### src/hw/rtl/npve_pkg.sv
// ----------------------------------------------------------------------------
// npve_pkg: shared types and constants of the NED pose velocity estimator
// Field widths, the nanoseconds-per-second scale and the lane result record.
// ----------------------------------------------------------------------------
package npve_pkg;

    localparam int POS_W    = 32;
    localparam int QUAT_W   = 16;
    localparam int SEC_W    = 32;
    localparam int NSEC_W   = 30;
    localparam int TIME_W   = 64;
    localparam int NUM_AXES = 3;

    localparam logic [NSEC_W-1:0] NS_PER_SEC = 30'd1000000000;

    typedef struct packed {
        logic             done;
        logic [POS_W-1:0] vel;
    } t_lane_res;

endpackage

### src/hw/rtl/npve_vel_lane.sv
// ----------------------------------------------------------------------------
// npve_vel_lane: velocity of one axis
// Forms |new - old| * 1e9, divides it by dt one quotient bit per cycle and
// applies the sign with saturation to the signed 32-bit range.
// ----------------------------------------------------------------------------
module npve_vel_lane (
    input  logic                          i_clk,
    input  logic                          i_rst_n,
    input  logic                          i_start,
    input  logic [npve_pkg::POS_W-1:0]    i_now,
    input  logic [npve_pkg::POS_W-1:0]    i_old,
    input  logic [npve_pkg::TIME_W-1:0]   i_dt,
    output npve_pkg::t_lane_res           o_res
);

    localparam int PW   = npve_pkg::POS_W;
    localparam int TW   = npve_pkg::TIME_W;
    localparam int CNTW = $clog2(TW);
    localparam int PRODW = PW + npve_pkg::NSEC_W;

    localparam logic [1:0] L_IDLE = 2'd0;
    localparam logic [1:0] L_MUL  = 2'd1;
    localparam logic [1:0] L_DIV  = 2'd2;
    localparam logic [1:0] L_SAT  = 2'd3;

    logic [1:0]      r_state, n_state;
    logic [CNTW-1:0] r_cnt, n_cnt;
    logic            r_done, n_done;
    logic            r_neg, n_neg;
    logic [PW-1:0]   r_mag, n_mag;
    logic [TW-1:0]   r_den, n_den;
    logic [TW-1:0]   r_quo, n_quo;
    logic [TW-1:0]   r_rem, n_rem;
    logic [PW-1:0]   r_vel, n_vel;

    logic [PW:0]     w_diff;
    logic [PW:0]     w_abs;
    logic [PRODW-1:0] w_prod;
    logic [TW:0]     w_rem_sh;
    logic [TW:0]     w_rem_sub;
    logic            w_ge;

    assign w_diff    = {i_now[PW-1], i_now} - {i_old[PW-1], i_old};
    assign w_abs     = w_diff[PW] ? (~w_diff + 1'b1) : w_diff;
    assign w_prod    = r_mag * npve_pkg::NS_PER_SEC;
    assign w_rem_sh  = {r_rem, r_quo[TW-1]};
    assign w_rem_sub = w_rem_sh - {1'b0, r_den};
    assign w_ge      = !w_rem_sub[TW];

    always_comb begin
        n_state = r_state;
        n_cnt   = r_cnt;
        n_done  = 1'b0;
        n_neg   = r_neg;
        n_mag   = r_mag;
        n_den   = r_den;
        n_quo   = r_quo;
        n_rem   = r_rem;
        n_vel   = r_vel;
        unique case (r_state)
            L_IDLE: begin
                if (i_start) begin
                    n_neg   = w_diff[PW];
                    n_mag   = w_abs[PW-1:0];
                    n_den   = i_dt;
                    n_state = L_MUL;
                end
            end
            L_MUL: begin
                n_quo   = TW'(w_prod);
                n_rem   = '0;
                n_cnt   = '0;
                n_state = L_DIV;
            end
            L_DIV: begin
                n_rem = w_ge ? w_rem_sub[TW-1:0] : w_rem_sh[TW-1:0];
                n_quo = {r_quo[TW-2:0], w_ge};
                n_cnt = r_cnt + 1'b1;
                if (r_cnt == CNTW'(TW - 1)) begin
                    n_state = L_SAT;
                end
            end
            L_SAT: begin
                if (r_neg) begin
                    if ((|r_quo[TW-1:PW]) || (r_quo[PW-1] && (|r_quo[PW-2:0]))) begin
                        n_vel = {1'b1, {(PW-1){1'b0}}};
                    end else begin
                        n_vel = ~r_quo[PW-1:0] + 1'b1;
                    end
                end else begin
                    if (|r_quo[TW-1:PW-1]) begin
                        n_vel = {1'b0, {(PW-1){1'b1}}};
                    end else begin
                        n_vel = r_quo[PW-1:0];
                    end
                end
                n_done  = 1'b1;
                n_state = L_IDLE;
            end
            default: n_state = L_IDLE;
        endcase
    end

    always_ff @(posedge i_clk) begin
        if (!i_rst_n) begin
            r_state <= L_IDLE;
            r_done  <= 1'b0;
            r_cnt   <= '0;
        end else begin
            r_state <= n_state;
            r_done  <= n_done;
            r_cnt   <= n_cnt;
        end
        r_neg <= n_neg;
        r_mag <= n_mag;
        r_den <= n_den;
        r_quo <= n_quo;
        r_rem <= n_rem;
        r_vel <= n_vel;
    end

    assign o_res.done = r_done;
    assign o_res.vel  = r_vel;

endmodule

### config.mk
export PLATFORM = sky130hd
export DESIGN_NAME = npve_vel_lane
export DESIGN_NICKNAME = d
export VERILOG_FILES = /design/src/hw/rtl/npve_pkg.sv /design/src/hw/rtl/npve_vel_lane.sv
export SDC_FILE = /design/constraint.sdc
export NUM_CORES = 2
export LEC_CHECK = 0
export BUFFER_PORTS_ARGS = -buffer_cell sky130_fd_sc_hd__buf_2
export CAP_MARGIN = 20
export CORE_AREA = 3 3 294 224
export CTS_CLUSTER_SIZE = 8
export DETAILED_ROUTE_END_ITERATION = 8
export DIE_AREA = 0 0 297 227
export PLACE_DENSITY = 0.74
export SLEW_MARGIN = 20
export SYNTH_ARGS = -nofsm -noshare
export SYNTH_HDL_FRONTEND = slang
export SYNTH_SLANG_ARGS = --single-unit
### constraint.sdc
create_clock -name i_clk -period 16.4 [get_ports i_clk]
set_clock_uncertainty 0.1 [all_clocks]
set_input_delay 4.1 -clock i_clk [delete_from_list [all_inputs] [get_ports i_clk]]
set_output_delay 4.1 -clock i_clk [all_outputs]
set_load 0.005 [all_outputs]
==> Word-level counts from Yosys, hierarchy flattened <==
Cells that the tools add are included.
{ "classes": {"add_sub_neg": 5, "n_mul": 1, "eq_ne": 6, "muxes": 12, "bitwise": 2, "reduce_logical": 10} }
{ "op_table": {"columns": ["operator", "count"], "rows": [
  ["$pmux W64 S2", 2],
  ["$mux W32", 4],
  ["$sub A65 B64 Y65", 1],
  ["$add A32 B1 Y32 const B", 2],
  ["$mux W64", 1],
  ["$not A32 Y32", 2],
  ["$mul A32 B21 Y53 const B", 1],
  ["$reduce_or A33 Y1", 1],
  ["$sub A32 B32 Y33", 1],
  ["$reduce_or A32 Y1", 1],
  ["$reduce_or A31 Y1", 1],
  ["$pmux W6 S2", 1],
  ["$pmux W2 S4", 1],
  ["$add A6 B1 Y6 const B", 1],
  ["$eq A6 B6 Y1 const B", 1],
  ["$eq A2 B2 Y1 const B", 2],
  ["$mux W2", 2],
  ["$ne A2 B2 Y1 const B", 2],
  ["$reduce_and A2 Y1", 2],
  ["$eq A2 B1 Y1 const B", 1],
  ["$logic_not A2 Y1", 1],
  ["$reduce_bool A2 Y1", 1],
  ["$logic_and A1 B1 Y1", 1],
  ["$logic_not A1 Y1", 1],
  ["2 further kinds", 2]
]} }
{ "word_totals": {"reg_bits": 266, "inputBits": 131, "out_inout_bits": 33, "elab_cells": 45} }

==> Logic depth before layout (Yosys ltp) <==
{ "depth": {"depth_word": 5, "depth_mapped": 25, "ltp_nobuf": 24} }

==> Least setup slack after synthesis <==
OpenSTA, ideal clock, no wires.
{ "synth_path": {"kind": "input to register", "from": "in i_now[0] (netlist name)", "to": "reg r_mag[29] (data pin)", "setup_ns": 0.266, "t_arrival_ns": 7.044, "t_required_ns": 16.034, "path_slack_ns": 8.990, "cell_stages": 17, "path_buffers": 2, "cell_sequence": "inv_1 > ha_1 > inv_1 > fa_1 > a211o_1 > a211o_1 > nand4b_1 > a21oi_1 > o211ai_1 > a31oi_1 > or4b_1 > o21a_1 > buf_2 > inv_2 > buf_4 > o21ai_0 > xnor2_1"} }
{ "synth_between": {"word_cells_on_any_way": 4, "cone_classes": "add/sub: 2; mux: 1; bitwise: 1"} }
{ "synth_lines": {"columns": ["item", "line", "text"], "rows": [
  ["from (decl)", "npve_vel_lane.sv:10", "input logic [npve_pkg::POS_W-1:0] i_now,"],
  ["$sub A32 B32 Y33", "npve_vel_lane.sv:43", "assign w_diff = {i_now[PW-1], i_now} - {i_old[PW-1], i_old};"],
  ["named net w_diff[32]", "npve_vel_lane.sv:36", "logic [PW:0] w_diff;"],
  ["$mux W32", "npve_vel_lane.sv:44", "assign w_abs = w_diff[PW] ? (~w_diff + 1'b1) : w_diff;"],
  ["named net w_abs[29]", "npve_vel_lane.sv:37", "logic [PW:0] w_abs;"],
  ["to (signal assigned)", "npve_vel_lane.sv:115", "r_mag <= n_mag;"],
  ["to (decl)", "npve_vel_lane.sv:30", "logic [PW-1:0] r_mag, n_mag;"]
]} }
The timed path passes the listed nets, and every way through them passes these cells.
A chain may end at the register's enable or synchronous reset.

==> Worst setup path in the final report <==
{ "layout_path": {"from": "reg r_mag[2]", "to": "reg r_quo[56] (data pin)"} }
{ "layout_between": {"elab_chain_cells": 2} }
{ "layout_lines": {"columns": ["item", "line", "text"], "rows": [
  ["$mul A32 B21 Y53", "npve_vel_lane.sv:45", "assign w_prod = r_mag * npve_pkg::NS_PER_SEC;"],
  ["$pmux W64 S2", "npve_vel_lane.sv:60", "unique case (r_state)"],
  ["named net n_quo[56]", "npve_vel_lane.sv:32", "logic [TW-1:0] r_quo, n_quo;"],
  ["to (signal assigned)", "npve_vel_lane.sv:117", "r_quo <= n_quo;"],
  ["to (decl)", "npve_vel_lane.sv:32", null]
]} }
The timed path passes the listed nets, and every way through them passes these cells.

==> summary.txt <==
Status
  • Run status: finished clean

Worst setup path
  • Critical path startpoint category: flip-flop
  • Slowest cell on the critical path: edfxtp_1
  • Worst path max stage delay: approximately 0.60 ns
  • Peak fanout along the critical path: 8
  • Cell type with the highest occurrence count on the critical path: fa_1
  • Stages on worst setup path: 22
  • Worst EP arrival: 8.15 ns
  • Setup crit start: r_mag[2]$_DFFE_PP_
  • Flop-to-flop setup slack: roughly 8.4 ns
  • Critical path type: reg -> reg
  • Nature of the critical path endpoint: flip-flop
  • Worst r2r dst: r_quo[56]$_DFFE_PP_
  • Worst reg2reg startpoint: r_mag[2]$_DFFE_PP_
  • Endpoint required time on the critical path: roughly 17 ns
  • Worst Reg2Reg Path Length in Cells: 22
  • Count of buffering cells on the critical path with inverters included: 4
  • Worst path cell trace: inv_1, fa_1, fa_1, fa_1, fa_1, fa_1, inv_1, fa_1, inv_1, fa_1, inv_1, ha_1, a21oi_1, o21ai_0, a21oi_1, o21ai_0, or3_1, o21a_1, a41oi_1, o21ai_0, nor4b_1, a311oi_1
  • CP top delay family: adder cells

Cells and area
  • Area of the multi-input gates: around 21,000 sq um
  • Count of filler cells inserted in the layout: 5,793
  • Area growth, synth to finish: 8.71%
  • Share of cells above drive strength 1: between 8 and 9%
  • Count of nets after finishing: approximately 4.3k
  • Most common cell after layout, fill and taps aside: inv_1
  • Share of the core filled with cells in the final layout: 54.2%
  • Total area of sequential cells: 7900 sq um
  • Count of inserted antenna diode cells: 0
  • Top library cells by usage in the layout, fill and taps aside: 641 x inv_1, 366 x ha_1, 314 x fa_1, 264 x a21oi_1, 257 x edfxtp_1

Clocking
  • Sink count of the clock tree: ~270
  • CTS HTree Levels: 2
  • Clock slew seen by the registers of the worst setup and hold paths: ~0.06 ns
  • Number of buffers created by CTS: 40
  • Worst skew pair latency: approximately 0.56 ns
  • CTS tree: done
  • Number of hold-repair buffers added at the cts stage: 0
  • Root buffer cell: clkbuf_16
  • Resize count post-CTS: 0
  • Count of buffers added by post-CTS timing repair for setup: 0
  • Number of buffers on the longest clock path: 3

Drt
  • Total iterations of the first detailed-routing run: 5
  • Average wire per cell in the routed design: 17.4 um
  • Routed vias: around 24k
  • Antenna viol nets, final: 0
  • Initial drt markers: 2,338
  • Vias per cell: 5.64
  • Remaining DRCs: 0
  • Total detailed-routing wirelength: ~75,000 um

Yosys
  • Post-Synthesis Cell Area: around 32,000 sq um
  • Dominant cells by area after synthesis: edfxtp_1 24%, fa_1 20%, ha_1 15%, inv_1 7.6%, a21oi_1 4.2%
  • Cell count after synthesis: about 3.3k
  • Count of flip-flops with a built-in enable after synthesis: roughly 260
  • Flop and latch count out of synthesis: 266
  • Post-synth top area cell: edfxtp_1
  • Sequential element share of the synthesized area: 25.1%
  • Nets in the synthesized netlist: 4,151
  • Leading register cell type out of synthesis: edfxtp_1
  • Synth warnings: 0
  • Unique masters post-synth: 94
  • Avg Synthesized Cell Area: approximately 9.4 sq um
  • Async set or reset register ratio after synthesis: 0%
  • Area share of the leading cell type in the synthesized netlist: 24.5%

GRT
  • Wire length of the first global-routing pass: about 120,000 um
  • Initial antenna violation count: 1
  • Via count of the first global-routing pass: approximately 23k
  • Global-route usage over all layers: 22.2%
  • Largest net degree at the start of global routing: 86
  • Leftover overflow at the end of global routing: 0

Die
  • Overall die area: slightly below 70,000 sq um
  • Initial standard-cell utilization of the core: 49.8%
  • Die width: roughly 300 um
  • Area of the core: about 63,000 sq um
  • # IOs: about 160
  • Number of rows created at floorplan: 80
  • Vertical extent of the die: 227 um

STA
  • Summed negative setup slack over all endpoints: 0 ns
  • Worst-margin pin slew: 1.07 ns
  • Timing-limited maximum frequency: around 130 MHz
  • Number of failing setup endpoints in the final timing report: 0
  • Share of the clock period used by the worst path after layout: between 40 and 50%
  • Final Hold Viols: 0
  • Slew Limit Fails: 0
  • Final Critical Period: approximately 8.0 ns
  • Worst slew margin: 28.6%
  • Setup repair after global routing missed its margin: false

Placed design
  • Count of buffers inserted at the top-level ports: 163
  • Global placement routability congestion: between 0.9 and 1
  • HPWL after DPL: around 60,000 um

Min path
  • Worst hold endpoint: r_cnt[1]$_SDFFE_PN0P_
  • Instance count along the most critical hold path: 2
  • Worst Hold Launch: r_cnt[1]$_SDFFE_PN0P_
  • Worst Hold Class: reg -> reg

Run
  • Max-cap violations: 0
==> synth_stat cells, types with 27 or more instances <==
master,count
xor2_1,54
fa_1,314
nor2_1,117
inv_1,641
edfxtp_1,257
clkbuf_1,86
and2_1,27
nand2_1,205
a21oi_1,265
nand3_1,77
ha_1,368
o21ai_0,210
xnor2_1,89
nor3_1,45
a21o_1,82
nand4_1,35
o21a_1,36
==> worst min-delay path: cells and delay by family, from the launching register on <==
kind               cells  cell delay [ns]
DFF                    1             0.32
and+or+nand+nor        1             0.08
AOI/OAI and AO/OA      1             0.06
==> cell families after synthesis <==
family,Yosys count,share of synthesized area (%)
adders and majority gates,682,34.6
and+or+nand+nor,668,10.8
DFF,266,25.1
AOI/OAI and AO/OA,803,15.8
xor gates and xnor gates,143,3.97
muxes,19,0.635
buffers and inverters,757,9.13
==> registers in the layout, indices dropped and copies added, names as in the netlist <==
signal / cells
r_mag: 32
r_den: 64
r_vel: 32
r_rem: 64
r_state: 2
r_neg: 1
r_quo: 64
r_done: 1
r_cnt: 6
==> metrics by stage <==
step	cell area [sq um]	hold WS [ns]	instances	setup slack (ns)
after detailed placement	33100	0.396	4263	8.36
after global routing	34300	0.430	4327	7.88
final	34300	0.404	4327	8.41
after CTS	34300	0.404	4327	8.51
after global placement	33100	0.379	4263	8.43
after floorplan	31500	0.364	3338	8.99
==> worst max path at each step <==
| stage | slack [ns] | endpoint |
|---|---|---|
| CTS | 8.51 | r_quo[56]$_DFFE_PP_ |
| detailed placement | 8.36 | r_mag[28]$_DFFE_PP_ |
| global placement | 8.43 | r_mag[19]$_DFFE_PP_ |
| global route | 7.88 | r_quo[56]$_DFFE_PP_ |
| floorplan | 8.99 | r_mag[29]$_DFFE_PP_ |
| finish | 8.41 | r_quo[56]$_DFFE_PP_ |
==> per-layer routing <==
| layer | GRT usage [%] | routed length (um) | vias up |
|---|---|---|---|
| met5 | 0 | 8 | - |
| met4 | 4.83 | 1350 | 2 |
| met3 | 3.33 | 5990 | 87 |
| met2 | 33.0 | 31900 | 898 |
| met1 | 34.4 | 35800 | 11773 |
| li1 | - | - | 11639 |
==> layout make-up <==
cell class | count | share of cell area, %
Tap cell | 861 | 3.14
Clock buffer | 60 | 3.29
Sequential cell | 266 | 23.1
Timing Repair Buffer | 177 | 2.69
Multi-Input combinational cell | 2315 | 60.7
Clock inverter | 4 | 0.0986
Inverter | 644 | 7.06
Power is left out: the tool's default activity adds up to more than one toggle a clock period on the data nets, which glitch-free logic cannot reach.
