File: src/hw/rtl/npve_pkg.sv
// ----------------------------------------------------------------------------
// npve_pkg: shared types and constants of the NED pose velocity estimator
// Field widths, the nanoseconds-per-second scale and the lane result record.
// ----------------------------------------------------------------------------
package npve_pkg;

    localparam int POS_W    = 32;
    localparam int QUAT_W   = 16;
    localparam int SEC_W    = 32;
    localparam int NSEC_W   = 30;
    localparam int TIME_W   = 64;
    localparam int NUM_AXES = 3;

    localparam logic [NSEC_W-1:0] NS_PER_SEC = 30'd1000000000;

    typedef struct packed {
        logic             done;
        logic [POS_W-1:0] vel;
    } t_lane_res;

endpackage

File: src/hw/rtl/npve_vel_merge.sv
// ----------------------------------------------------------------------------
// npve_vel_merge: held velocity vector
// Loads the three lane results together once every lane has finished and
// flags the update in the cycle after the lanes finish, with the new vector.
// ----------------------------------------------------------------------------
module npve_vel_merge (
    input  logic                          i_clk,
    input  logic                          i_rst_n,
    input  npve_pkg::t_lane_res           i_res [npve_pkg::NUM_AXES],
    output logic [npve_pkg::POS_W-1:0]    o_vel [npve_pkg::NUM_AXES],
    output logic                          o_fire
);

    logic [npve_pkg::POS_W-1:0] r_vel [npve_pkg::NUM_AXES];
    logic                       r_fire;
    logic                       w_all_done;

    always_comb begin
        w_all_done = 1'b1;
        for (int k = 0; k < npve_pkg::NUM_AXES; k++) begin
            w_all_done = w_all_done & i_res[k].done;
        end
    end

    always_ff @(posedge i_clk) begin
        if (!i_rst_n) begin
            r_fire <= 1'b0;
            for (int k = 0; k < npve_pkg::NUM_AXES; k++) begin
                r_vel[k] <= '0;
            end
        end else begin
            r_fire <= w_all_done;
            if (w_all_done) begin
                for (int k = 0; k < npve_pkg::NUM_AXES; k++) begin
                    r_vel[k] <= i_res[k].vel;
                end
            end
        end
    end

    assign o_vel  = r_vel;
    assign o_fire = r_fire;

endmodule
File: config.mk
export PLATFORM = sky130hd
export DESIGN_NAME = npve_vel_merge
export DESIGN_NICKNAME = d
export VERILOG_FILES = /design/src/hw/rtl/npve_pkg.sv /design/src/hw/rtl/npve_vel_merge.sv
export SDC_FILE = /design/constraint.sdc
export NUM_CORES = 1
export LEC_CHECK = 0
export BUFFER_PORTS_ARGS = -buffer_cell sky130_fd_sc_hd__buf_2
export CORE_MARGIN = 2
export CORE_UTILIZATION = 25
export CTS_CLUSTER_DIAMETER = 80
export DETAILED_ROUTE_END_ITERATION = 8
export GPL_TIMING_DRIVEN = 0
export MAX_ROUTING_LAYER = met4
export PLACE_DENSITY = 0.63
export RECOVER_POWER = 50
export SLEW_MARGIN = 30
export SYNTH_ARGS = -nofsm -noshare
export SYNTH_HDL_FRONTEND = slang
export SYNTH_SLANG_ARGS = --single-unit
File: constraint.sdc
create_clock -name i_clk -period 1 [get_ports i_clk]
set_input_delay 0.15 -clock i_clk [delete_from_list [all_inputs] [get_ports i_clk]]
set_output_delay 0.15 -clock i_clk [all_outputs]
set_load 0.02 [all_outputs]
# After elaboration in Yosys (flattened, before gate mapping)
# Cells that the tools add are included.
classes:
  add_sub_neg: 0
  n_mul: 0
  div_mod_pow: 0
  order_cmp: 0
  eq_ne: 0
  n_shift: 0
  n_mux: 0
  bitwise: 2
  reduce_logical: 0
op_table:
  columns: ["op", "n"]
  rows:
  - ["1-bit AND", 2]
word_totals:
  regBits: 97
  latch_bits: 0
  ramBits: 0
  romBits: 0
  input_bits: 101
  output_inout_bits: 97
  word_cells: 6
  memories: 0

# Logic depth before layout (Yosys ltp)
# Gate-level depths: netlist of run 1.
depth:
  depth_word: 2
  depth_mapped: 5
  ltp_nobuf: 2

# Least setup slack after synthesis of run 1
# Ideal clock, no wire load.
synth_timing:
  kind: "input -> register"
  from: "input port i_res[32] in the netlist's numbering"
  to: "register r_fire, in the netlist o_fire"
  setup_time_ns: 0.115
  t_arrival_ns: 0.869
  required_time_ns: 0.885
  setup_slack_ns: 0.016
  stages: 5
  path_buffers: 3
  path_cell_list: "and3_1 > buf_6 > buf_6 > buf_6 > and2_1"
synth_via:
  elab_chain_cells: 1
synth_rtl:
  columns: ["element", "line", "text"]
  rows:
  - ["start, declared", "npve_vel_merge.sv:9", "input npve_pkg::t_lane_res i_res [npve_pkg::NUM_AXES],"]
  - ["1-bit AND", "npve_vel_merge.sv:21", "w_all_done = w_all_done & i_res[k].done;"]
  - ["end signal, assigned", "npve_vel_merge.sv:32", "r_fire <= w_all_done;"]
  - ["end, declared", "npve_vel_merge.sv:15", "logic r_fire;"]
# No other way between the ends.
# A chain may end at the register's enable or synchronous reset.

# Worst setup path after layout of run 1
layout_timing:
  from: "register r_vel (netlist bit o_vel[0])"
  to: "output port o_vel[0] in the netlist's numbering"
layout_lines:
  columns: ["element", "line", "text"]
  rows:
  - ["start, declared", "npve_vel_merge.sv:14", "logic [npve_pkg::POS_W-1:0] r_vel [npve_pkg::NUM_AXES];"]
  - ["start signal, assigned by index", "npve_vel_merge.sv:35", "r_vel[k] <= i_res[k].vel;"]
  - ["end, declared", "npve_vel_merge.sv:10", "output logic [npve_pkg::POS_W-1:0] o_vel [npve_pkg::NUM_AXES],"]
# No word-level cell between the ends.

==> metrics.txt, run 1 <==
Compound-Gate Fraction of Synth Area=0; via-per-instance ratio=4.20; xor-xnor portion of the synthesized cell area=0; Num CTS Buffers=9; die extent in y=128 um; core area=between 15,000 and 20,000 um^2; Area Overhead vs Synth=50.5%; DRT Pass-1 Iters=5; GRT Total Usage=0.129; Post-Synth Simple-Gate Area=0.191; Final nets=727; CTS tree=done; hold_buf cts=0; Ys Warns=0; critical-path cell list=buf_6; row count=45; TNS Setup=0 ns; final WL=~11,000 um; setup violation total in the final timing report=0; post-DR wirelength/cell=12.9 um; synth unique cells=9; first-pass GRT wire length=around 16,000 um; DIE AREA=16,300 um^2; Fmax achieved=1030 MHz; synthesized flop and latch total=between 90 and 100; Layout Skew=0 ns; Mapped Cells=approximately 420; worst path bufs/invs=1; main combinational cell family by area after synthesis=multiplexers; largest net degree at the start of global routing=15; Setup crit start kind=flip-flop; Routed Antenna Nets=0; clk_lat worst skew=0.34 ns; final period utilization=0.973; sequential-to-total area share from yosys stat=0.507; area share of fa/ha/maj cells after synthesis=0; kind of critical path=flip-flop to primary output; PortBufs=just under 200; WHS=0.0432 ns; Final Wtd Congestion=0.737; leak pwr=around 2.6 nW; Die X=approximately 130 um; DR iter-0 viols=80; fill count=between 1,500 and 2,000; max-cap violations=0; DRC=0; share of cells above drive strength 1=0.480; post-DP HPWL=7550 um; Vias=3,434; CP max-delay cell=dfxtp_1; clock tree buffer depth=2; H-tree depth=3; Pwr per Cell Area=1520 nW/um^2; Post-Syn Nets=520; post-layout minimum cycle time=0.973 ns; Worst setup EP type=primary output; # diodes=0; initial antenna violation count=0; VDD IR max=820 uV; Hold Path Class=primary input to flip-flop; Max-slew headroom=0.683; Post-Syn Area=3830 um^2; vias in the first global route=about 3,300; dpl cell area=~5000 um^2; # IOs=198; status=complete, no violations; CTS root buf=clkbuf_16; clk sink count=97; largest delay contributor family on the critical path=flip-flops; Final Hold Viols=0; GR Overflow Total=0; Crit path required time=0.85 ns; fin area=5770 um^2; Syn Area/Cell=9.15 um^2; clock slew at reported path FFs=0.06 ns; Worst Path Max Fanout=2; Data arrival, critical path=about 0.82 ns; worst slew pin tran=0.475 ns; Slew Viols, Final=0; post-synthesis mux area share=0.251; final core occ=0.382; initial core utilization=0.254; Worst path max stage delay=0.36 ns
-- area by class of cell --
class	count	area, um^2	area share
buffer	32	183	0.0317
clock buffer	10	229	0.0397
clock inverter	4	70.1	0.0121
multi-input combinational	290	1690	0.294
sequential	97	2030	0.351
tap	188	235	0.0408
timing repair buffer	196	1330	0.231
-- cell usage in the layout, fill, tap and decap left out --
master | netlist | final
and2_1 | 1 | 1
bufinv_16 | 0 | 2
and3_1 | 1 | 1
mux2i_1 | 96 | 96
clkbuf_1 | 7 | 8
dfxtp_2 | 0 | 68
clkbuf_16 | 0 | 9
dfxtp_1 | 97 | 29
buf_2 | 14 | 114
clkbuf_2 | 0 | 6
nand2_1 | 192 | 192
buf_6 | 5 | 34
buf_4 | 6 | 67
clkinv_2 | 0 | 2
-- synthesized netlist by cell type, drive strengths merged --
cell,count,area [um^2]
mux2i,96,961
buf,25,171
and3,1,6.26
nand2,192,721
clkbuf,7,26.3
dfxtp,97,1940
and2,1,6.26
-- sequential cells by signal, summed over array words and instances (netlist names) --
register / count
o_vel: 96
o_fire: 1
-- tightest hold or removal path, stage by stage --
cell and delay (ns):
buf_2 0.09, nand2_1 0.04, mux2i_1 0.05
-- kinds of logic after synthesis --
logic type,after synthesis
muxes,96
buffers and inverters,32
and+or+nand+nor,194
DFF,97
-- report_power, final --
| group | internal [mW] | leakage, nW | switching, mW |
|---|---|---|---|
| clock | 2.16 | 0.148 | 1.44 |
| combinational | 0.519 | 1.63 | 0.588 |
| sequential | 4.02 | 0.820 | 0.0783 |
-- final timing paths --
path	endpoint	slack, ns	depth (start not counted)	start
max	o_vel[0]	0.03	1	o_vel[0]$_SDFFE_PN0P_
min	o_vel[10]$_SDFFE_PN0P_	0.04	3	i_res[10]
max reg2reg	o_vel[61]$_SDFFE_PN0P_	0.34	2	o_vel[61]$_SDFFE_PN0P_
min reg2reg	o_vel[49]$_SDFFE_PN0P_	0.45	2	o_vel[49]$_SDFFE_PN0P_
-- per-layer routing --
metal	track usage	vias up	wire length, um
li1	-	1750	-
met1	0.157	1562	4720
met2	0.205	114	5030
met3	0.0371	8	642
met4	0.0427	0	131
met5	-	-	0
-- repair_timing --
action / 4_1_cts / 5_1_grt
setup buffers: 0 / 0
gates resized for setup: 71 / 123
endpoints found under the setup margin: 63 / 87
-- through the flow --
stage	instances	setup slack, ns	total power, mW
6_report	817	0.0267	8.80
5_1_grt	817	-0.00985	9.19
4_1_cts	817	0.0000288	8.86
3_5_place_dp	803	-0.235	5.17
3_3_place_gp	803	-0.220	5.17
2_1_floorplan	419	0.0161	4.74
(Power assumes the default switching activity.)
==> run 2: changes to the inputs <==
Settings changed: GPL_TIMING_DRIVEN 0 to not set, SETUP_SLACK_MARGIN set to 0.2.
==> metrics.txt, run 2 (synthesis gave the netlist of run 1 again) <==
GR Overflow Total=0; clk sink count=97; DIE AREA=16,300 um^2; fill count=~1,400; commonest non-fill, non-tap cell in the layout=nand2_1; total power=8.92 mW; largest delay contributor family on the critical path=flip-flops; GRT Total Usage=0.122; clock tree buffer depth=2; critical-path cell list=buf_6; core area=15,100 um^2; met1 Use GR=0.139; Critical Path Stages=1; initial core utilization=0.254; clk_lat worst skew=0.33 ns; clock slew at reported path FFs=0.07 ns; Reg2Reg Depth=4; post-layout minimum cycle time=0.957 ns; Worst setup EP type=primary output; Final nets=~750; setup ws final=0.0432 ns; fraction of met3 tracks used by global routing=0.0351; final core occ=0.423; Slew Viols, Final=0; Fmax achieved=about 1000 MHz; Vias=3,533; CTS tree=done; Die X=128 um; WHS=0.0419 ns; Num CTS Buffers=9; Pwr per Cell Area=1400 nW/um^2; share of cells above drive strength 1=0.547; VDD IR max=between 600 and 700 uV; post-DP HPWL=around 6700 um; worst slew pin tran=0.301 ns; DRC=0; Area Overhead vs Synth=66.6%; kind of critical path=flip-flop to primary output; initial antenna violation count=0; commonest non-fill, non-tap cells in the layout=192 x nand2_1, 99 x buf_2, 97 x buf_6, 96 x mux2i_1, 96 x dfxtp_2; CP max-delay cell=dfxtp_1; final WL=9810 um; reg2reg start=o_vel[89]$_SDFFE_PN0P_; # IOs=between 150 and 200; Final Hold Viols=0; largest net degree at the start of global routing=74; final period utilization=0.957; die extent in y=roughly 130 um; leak pwr=2.83 nW; setup violation total in the final timing report=0; gr busiest metal=met2; status=complete, no violations; global routing usage on met2=0.203; crit path to=o_vel[41]; DR iter-0 viols=84; row count=45; Hold Path Class=primary input to flip-flop; worst path bufs/invs=1; # diodes=0; TNS Setup=0 ns; Worst R2R End=o_vel[89]$_SDFFE_PN0P_; Final Wtd Congestion=0.729; H-tree depth=3; Max-slew headroom=0.800; vias in the first global route=3,407; Routed Antenna Nets=0; CTS root buf=clkbuf_16; Worst path max stage delay=0.34 ns; Post-Place Setup Slack=-0.0530 ns; Setup crit start kind=flip-flop; Crit path required time=0.85 ns; max FFs per register=between 90 and 100; first-pass GRT wire length=about 16,000 um; post-DR wirelength/cell=about 12 um; Layout Skew=0 ns; DRT Pass-1 Iters=4; RSZ-0062 raised after global routing=yes; max-cap violations=0; PortBufs=roughly 200; Reg2Reg Setup Slack=0.21 ns; Worst Path Max Fanout=2; Setup crit start=o_vel[41]$_SDFFE_PN0P_; Data arrival, critical path=0.81 ns; via-per-instance ratio=4.20
run 2: per-stage QoR:
stage / instance area [um^2] / instances
finish: 6390 / 842
floorplan: 3850 / 419
detailed placement: 5250 / 805
global route: 6390 / 842
CTS: 6310 / 824
global placement: 5250 / 805
run 2: how the worst min path moves through the flow:
stage	depth (start not counted)	startpoint	to
2_1_floorplan	2	i_res[0]	o_vel[0]$_SDFFE_PN0P_
3_3_place_gp	3	i_res[40]	o_vel[39]$_SDFFE_PN0P_
3_5_place_dp	3	i_res[7]	o_vel[7]$_SDFFE_PN0P_
4_1_cts	3	i_res[94]	o_vel[92]$_SDFFE_PN0P_
5_1_grt	3	i_res[94]	o_vel[92]$_SDFFE_PN0P_
6_report	3	i_res[94]	o_vel[92]$_SDFFE_PN0P_
run 2: layout make-up:
cell class | count | area (um^2) | share of cell area
well taps | 188 | 235 | 0.0368
multi-input cells | 290 | 1700 | 0.266
clock inverters | 4 | 52.6 | 0.00823
flip-flops and latches | 97 | 2060 | 0.323
clock buffers | 11 | 253 | 0.0396
repair buffers | 252 | 2090 | 0.327
run 2: timing repair:
| action | CTS | global route |
|---|---|---|
| endpoints found under the setup margin | 97 | 97 |
| buffers inserted | 4 | 18 |
| gates resized for setup | 291 | 0 |
| hold buffers | 0 | 0 |
| cloned | 0 | 0 |
run 2: power breakdown:
part | leakage (nW) | internal [mW] | switching [mW] | total [mW]
combinational | 1.86 | 0.669 | 0.588 | 1.26
sequential | 0.833 | 4.03 | 0.0960 | 4.12
clock | 0.140 | 2.06 | 1.48 | 3.54
total | 2.83 | 6.76 | 2.16 | 8.92
run 2: routing by layer:
layer  up-vias  part of all wire
met5         -                 0
met4         0             0.016
met3        10             0.070
met2       125              0.48
met1      1594              0.44
li1       1804                 -
run 2: worst register-to-register path: cells and delay by family (launching register included):
kind	cells	cell delay [ns]
flops	1	0.33
buf+inv	2	0.24
simple gates	1	0.05
mux	1	0.06
==> run 3: changes to the inputs <==
Settings changed: SETUP_SLACK_MARGIN 0.2 to not set.
==> metrics.txt, run 3 (synthesis gave the netlist of run 1 again) <==
dpl cell area=5120 um^2; GR Overflow Total=0; Routed Antenna Nets=0; CP max-delay cell=dfxtp_1; vias in the first global route=3,143; DIE AREA=16,300 um^2; Pwr per Cell Area=1460 nW/um^2; share of cells above drive strength 1=0.466; Worst path max stage delay=0.34 ns; leak pwr=~2.6 nW; Setup crit start kind=flip-flop; Worst Path Max Fanout=2; GRT Total Usage=0.118; die extent in y=approximately 130 um; WHS=around 0.046 ns; Area Overhead vs Synth=49.4%; status=complete, no violations; post-layout minimum cycle time=0.966 ns; VDD IR max=approximately 700 uV; PortBufs=roughly 200; setup violation total in the final timing report=0; commonest non-fill, non-tap cells in the layout=192 x nand2_1, 102 x buf_2, 96 x mux2i_1, 75 x buf_4, 67 x dfxtp_2; core area=15,100 um^2; Final nets=718; HP Start=i_res[4]; hold_buf cts=0; Max-slew headroom=0.727; DR iter-0 viols=84; Worst setup EP type=primary output; worst path bufs/invs=1; # diodes=0; Layout Skew=0 ns; Post CTS Setup Buffer Count=0; Setup crit start=o_vel[51]$_SDFFE_PN0P_; post-DR wirelength/cell=11.8 um; kind of critical path=flip-flop to primary output; Num CTS Buffers=9; initial core utilization=0.254; H-tree depth=3; initial antenna violation count=0; CTS root buf=clkbuf_16; Data arrival, critical path=0.82 ns; Final Hold Viols=0; Final Wtd Congestion=0.766; Slew Viols, Final=0; post-DP HPWL=6610 um; max-cap violations=0; worst slew pin tran=0.410 ns; DRC=0; Fmax achieved=about 1000 MHz; largest delay contributor family on the critical path=flip-flops; Crit path required time=0.85 ns; reg2reg start=o_vel[82]$_SDFFE_PN0P_; critical-path cell list=buf_4; fin area=5730 um^2; CTS tree=done; max FFs per register=96; final WL=9510 um; row count=45; final period utilization=0.966; first-pass GRT wire length=14,900 um; clk_lat worst skew=0.33 ns; commonest non-fill, non-tap cell in the layout=nand2_1; clk sink count=97; total power=8.36 mW; Die X=128 um; Vias=3,314; clock tree buffer depth=2; DRT Pass-1 Iters=4; Hold Path Class=primary input to flip-flop; clock slew at reported path FFs=roughly 0.060 ns; via-per-instance ratio=4.10; # IOs=198; largest net degree at the start of global routing=63; TNS Setup=0 ns
-- run 3: cell count changes in the layout (fill, tap and decap cells not counted), sizes merged --
cell and delta:
buf -31, clkinvlp -3, clkbuf +1, bufinv -1
-- run 3: layer usage --
layer  track usage  part of all wire
met4        0.0627             0.022
met2         0.188              0.48
met3        0.0342             0.065
met1         0.136              0.44
met5             -                 0
-- run 3: worst paths after layout --
check / slack [ns] / cells after the start / end
max reg2reg: 0.38 / 2 / o_vel[82]$_SDFFE_PN0P_
max: 0.03 / 1 / o_vel[51]
min reg2reg: 0.45 / 2 / o_vel[41]$_SDFFE_PN0P_
min: 0.05 / 3 / o_vel[4]$_SDFFE_PN0P_
-- run 3: worst reg2reg max path: cells and delay by family (launching register included) --
family           cells  cell delay [ns]
and+or+nand+nor      1             0.06
DFF                  1             0.32
muxes                1             0.16
-- run 3: metrics by stage --
step	setup slack [ns]	instances	utilization
2_1_floorplan	0.0161	419	-
3_3_place_gp	-0.0272	794	0.339
3_5_place_dp	-0.0632	794	0.339
4_1_cts	0.000447	808	0.367
5_1_grt	-0.0136	808	0.380
6_report	0.0339	808	0.380
-- run 3: power breakdown --
| group | switching (mW) | internal, mW |
|---|---|---|
| clock | 1.37 | 1.80 |
| combinational | 0.568 | 0.528 |
| sequential | 0.0778 | 4.02 |
| total | 2.02 | 6.35 |
-- run 3: what timing repair did --
item                       4_1_cts  5_1_grt
gates resized for setup         67      121
setup endpoints to repair       59       84
pin swaps                        0        0
-- run 3: area by class of cell --
class	count	area (um^2)
clock buffer	14	264
multi-input combinational	290	1690
timing repair buffer	219	1510
sequential	97	2030
fill	1560	9360
tap	188	235
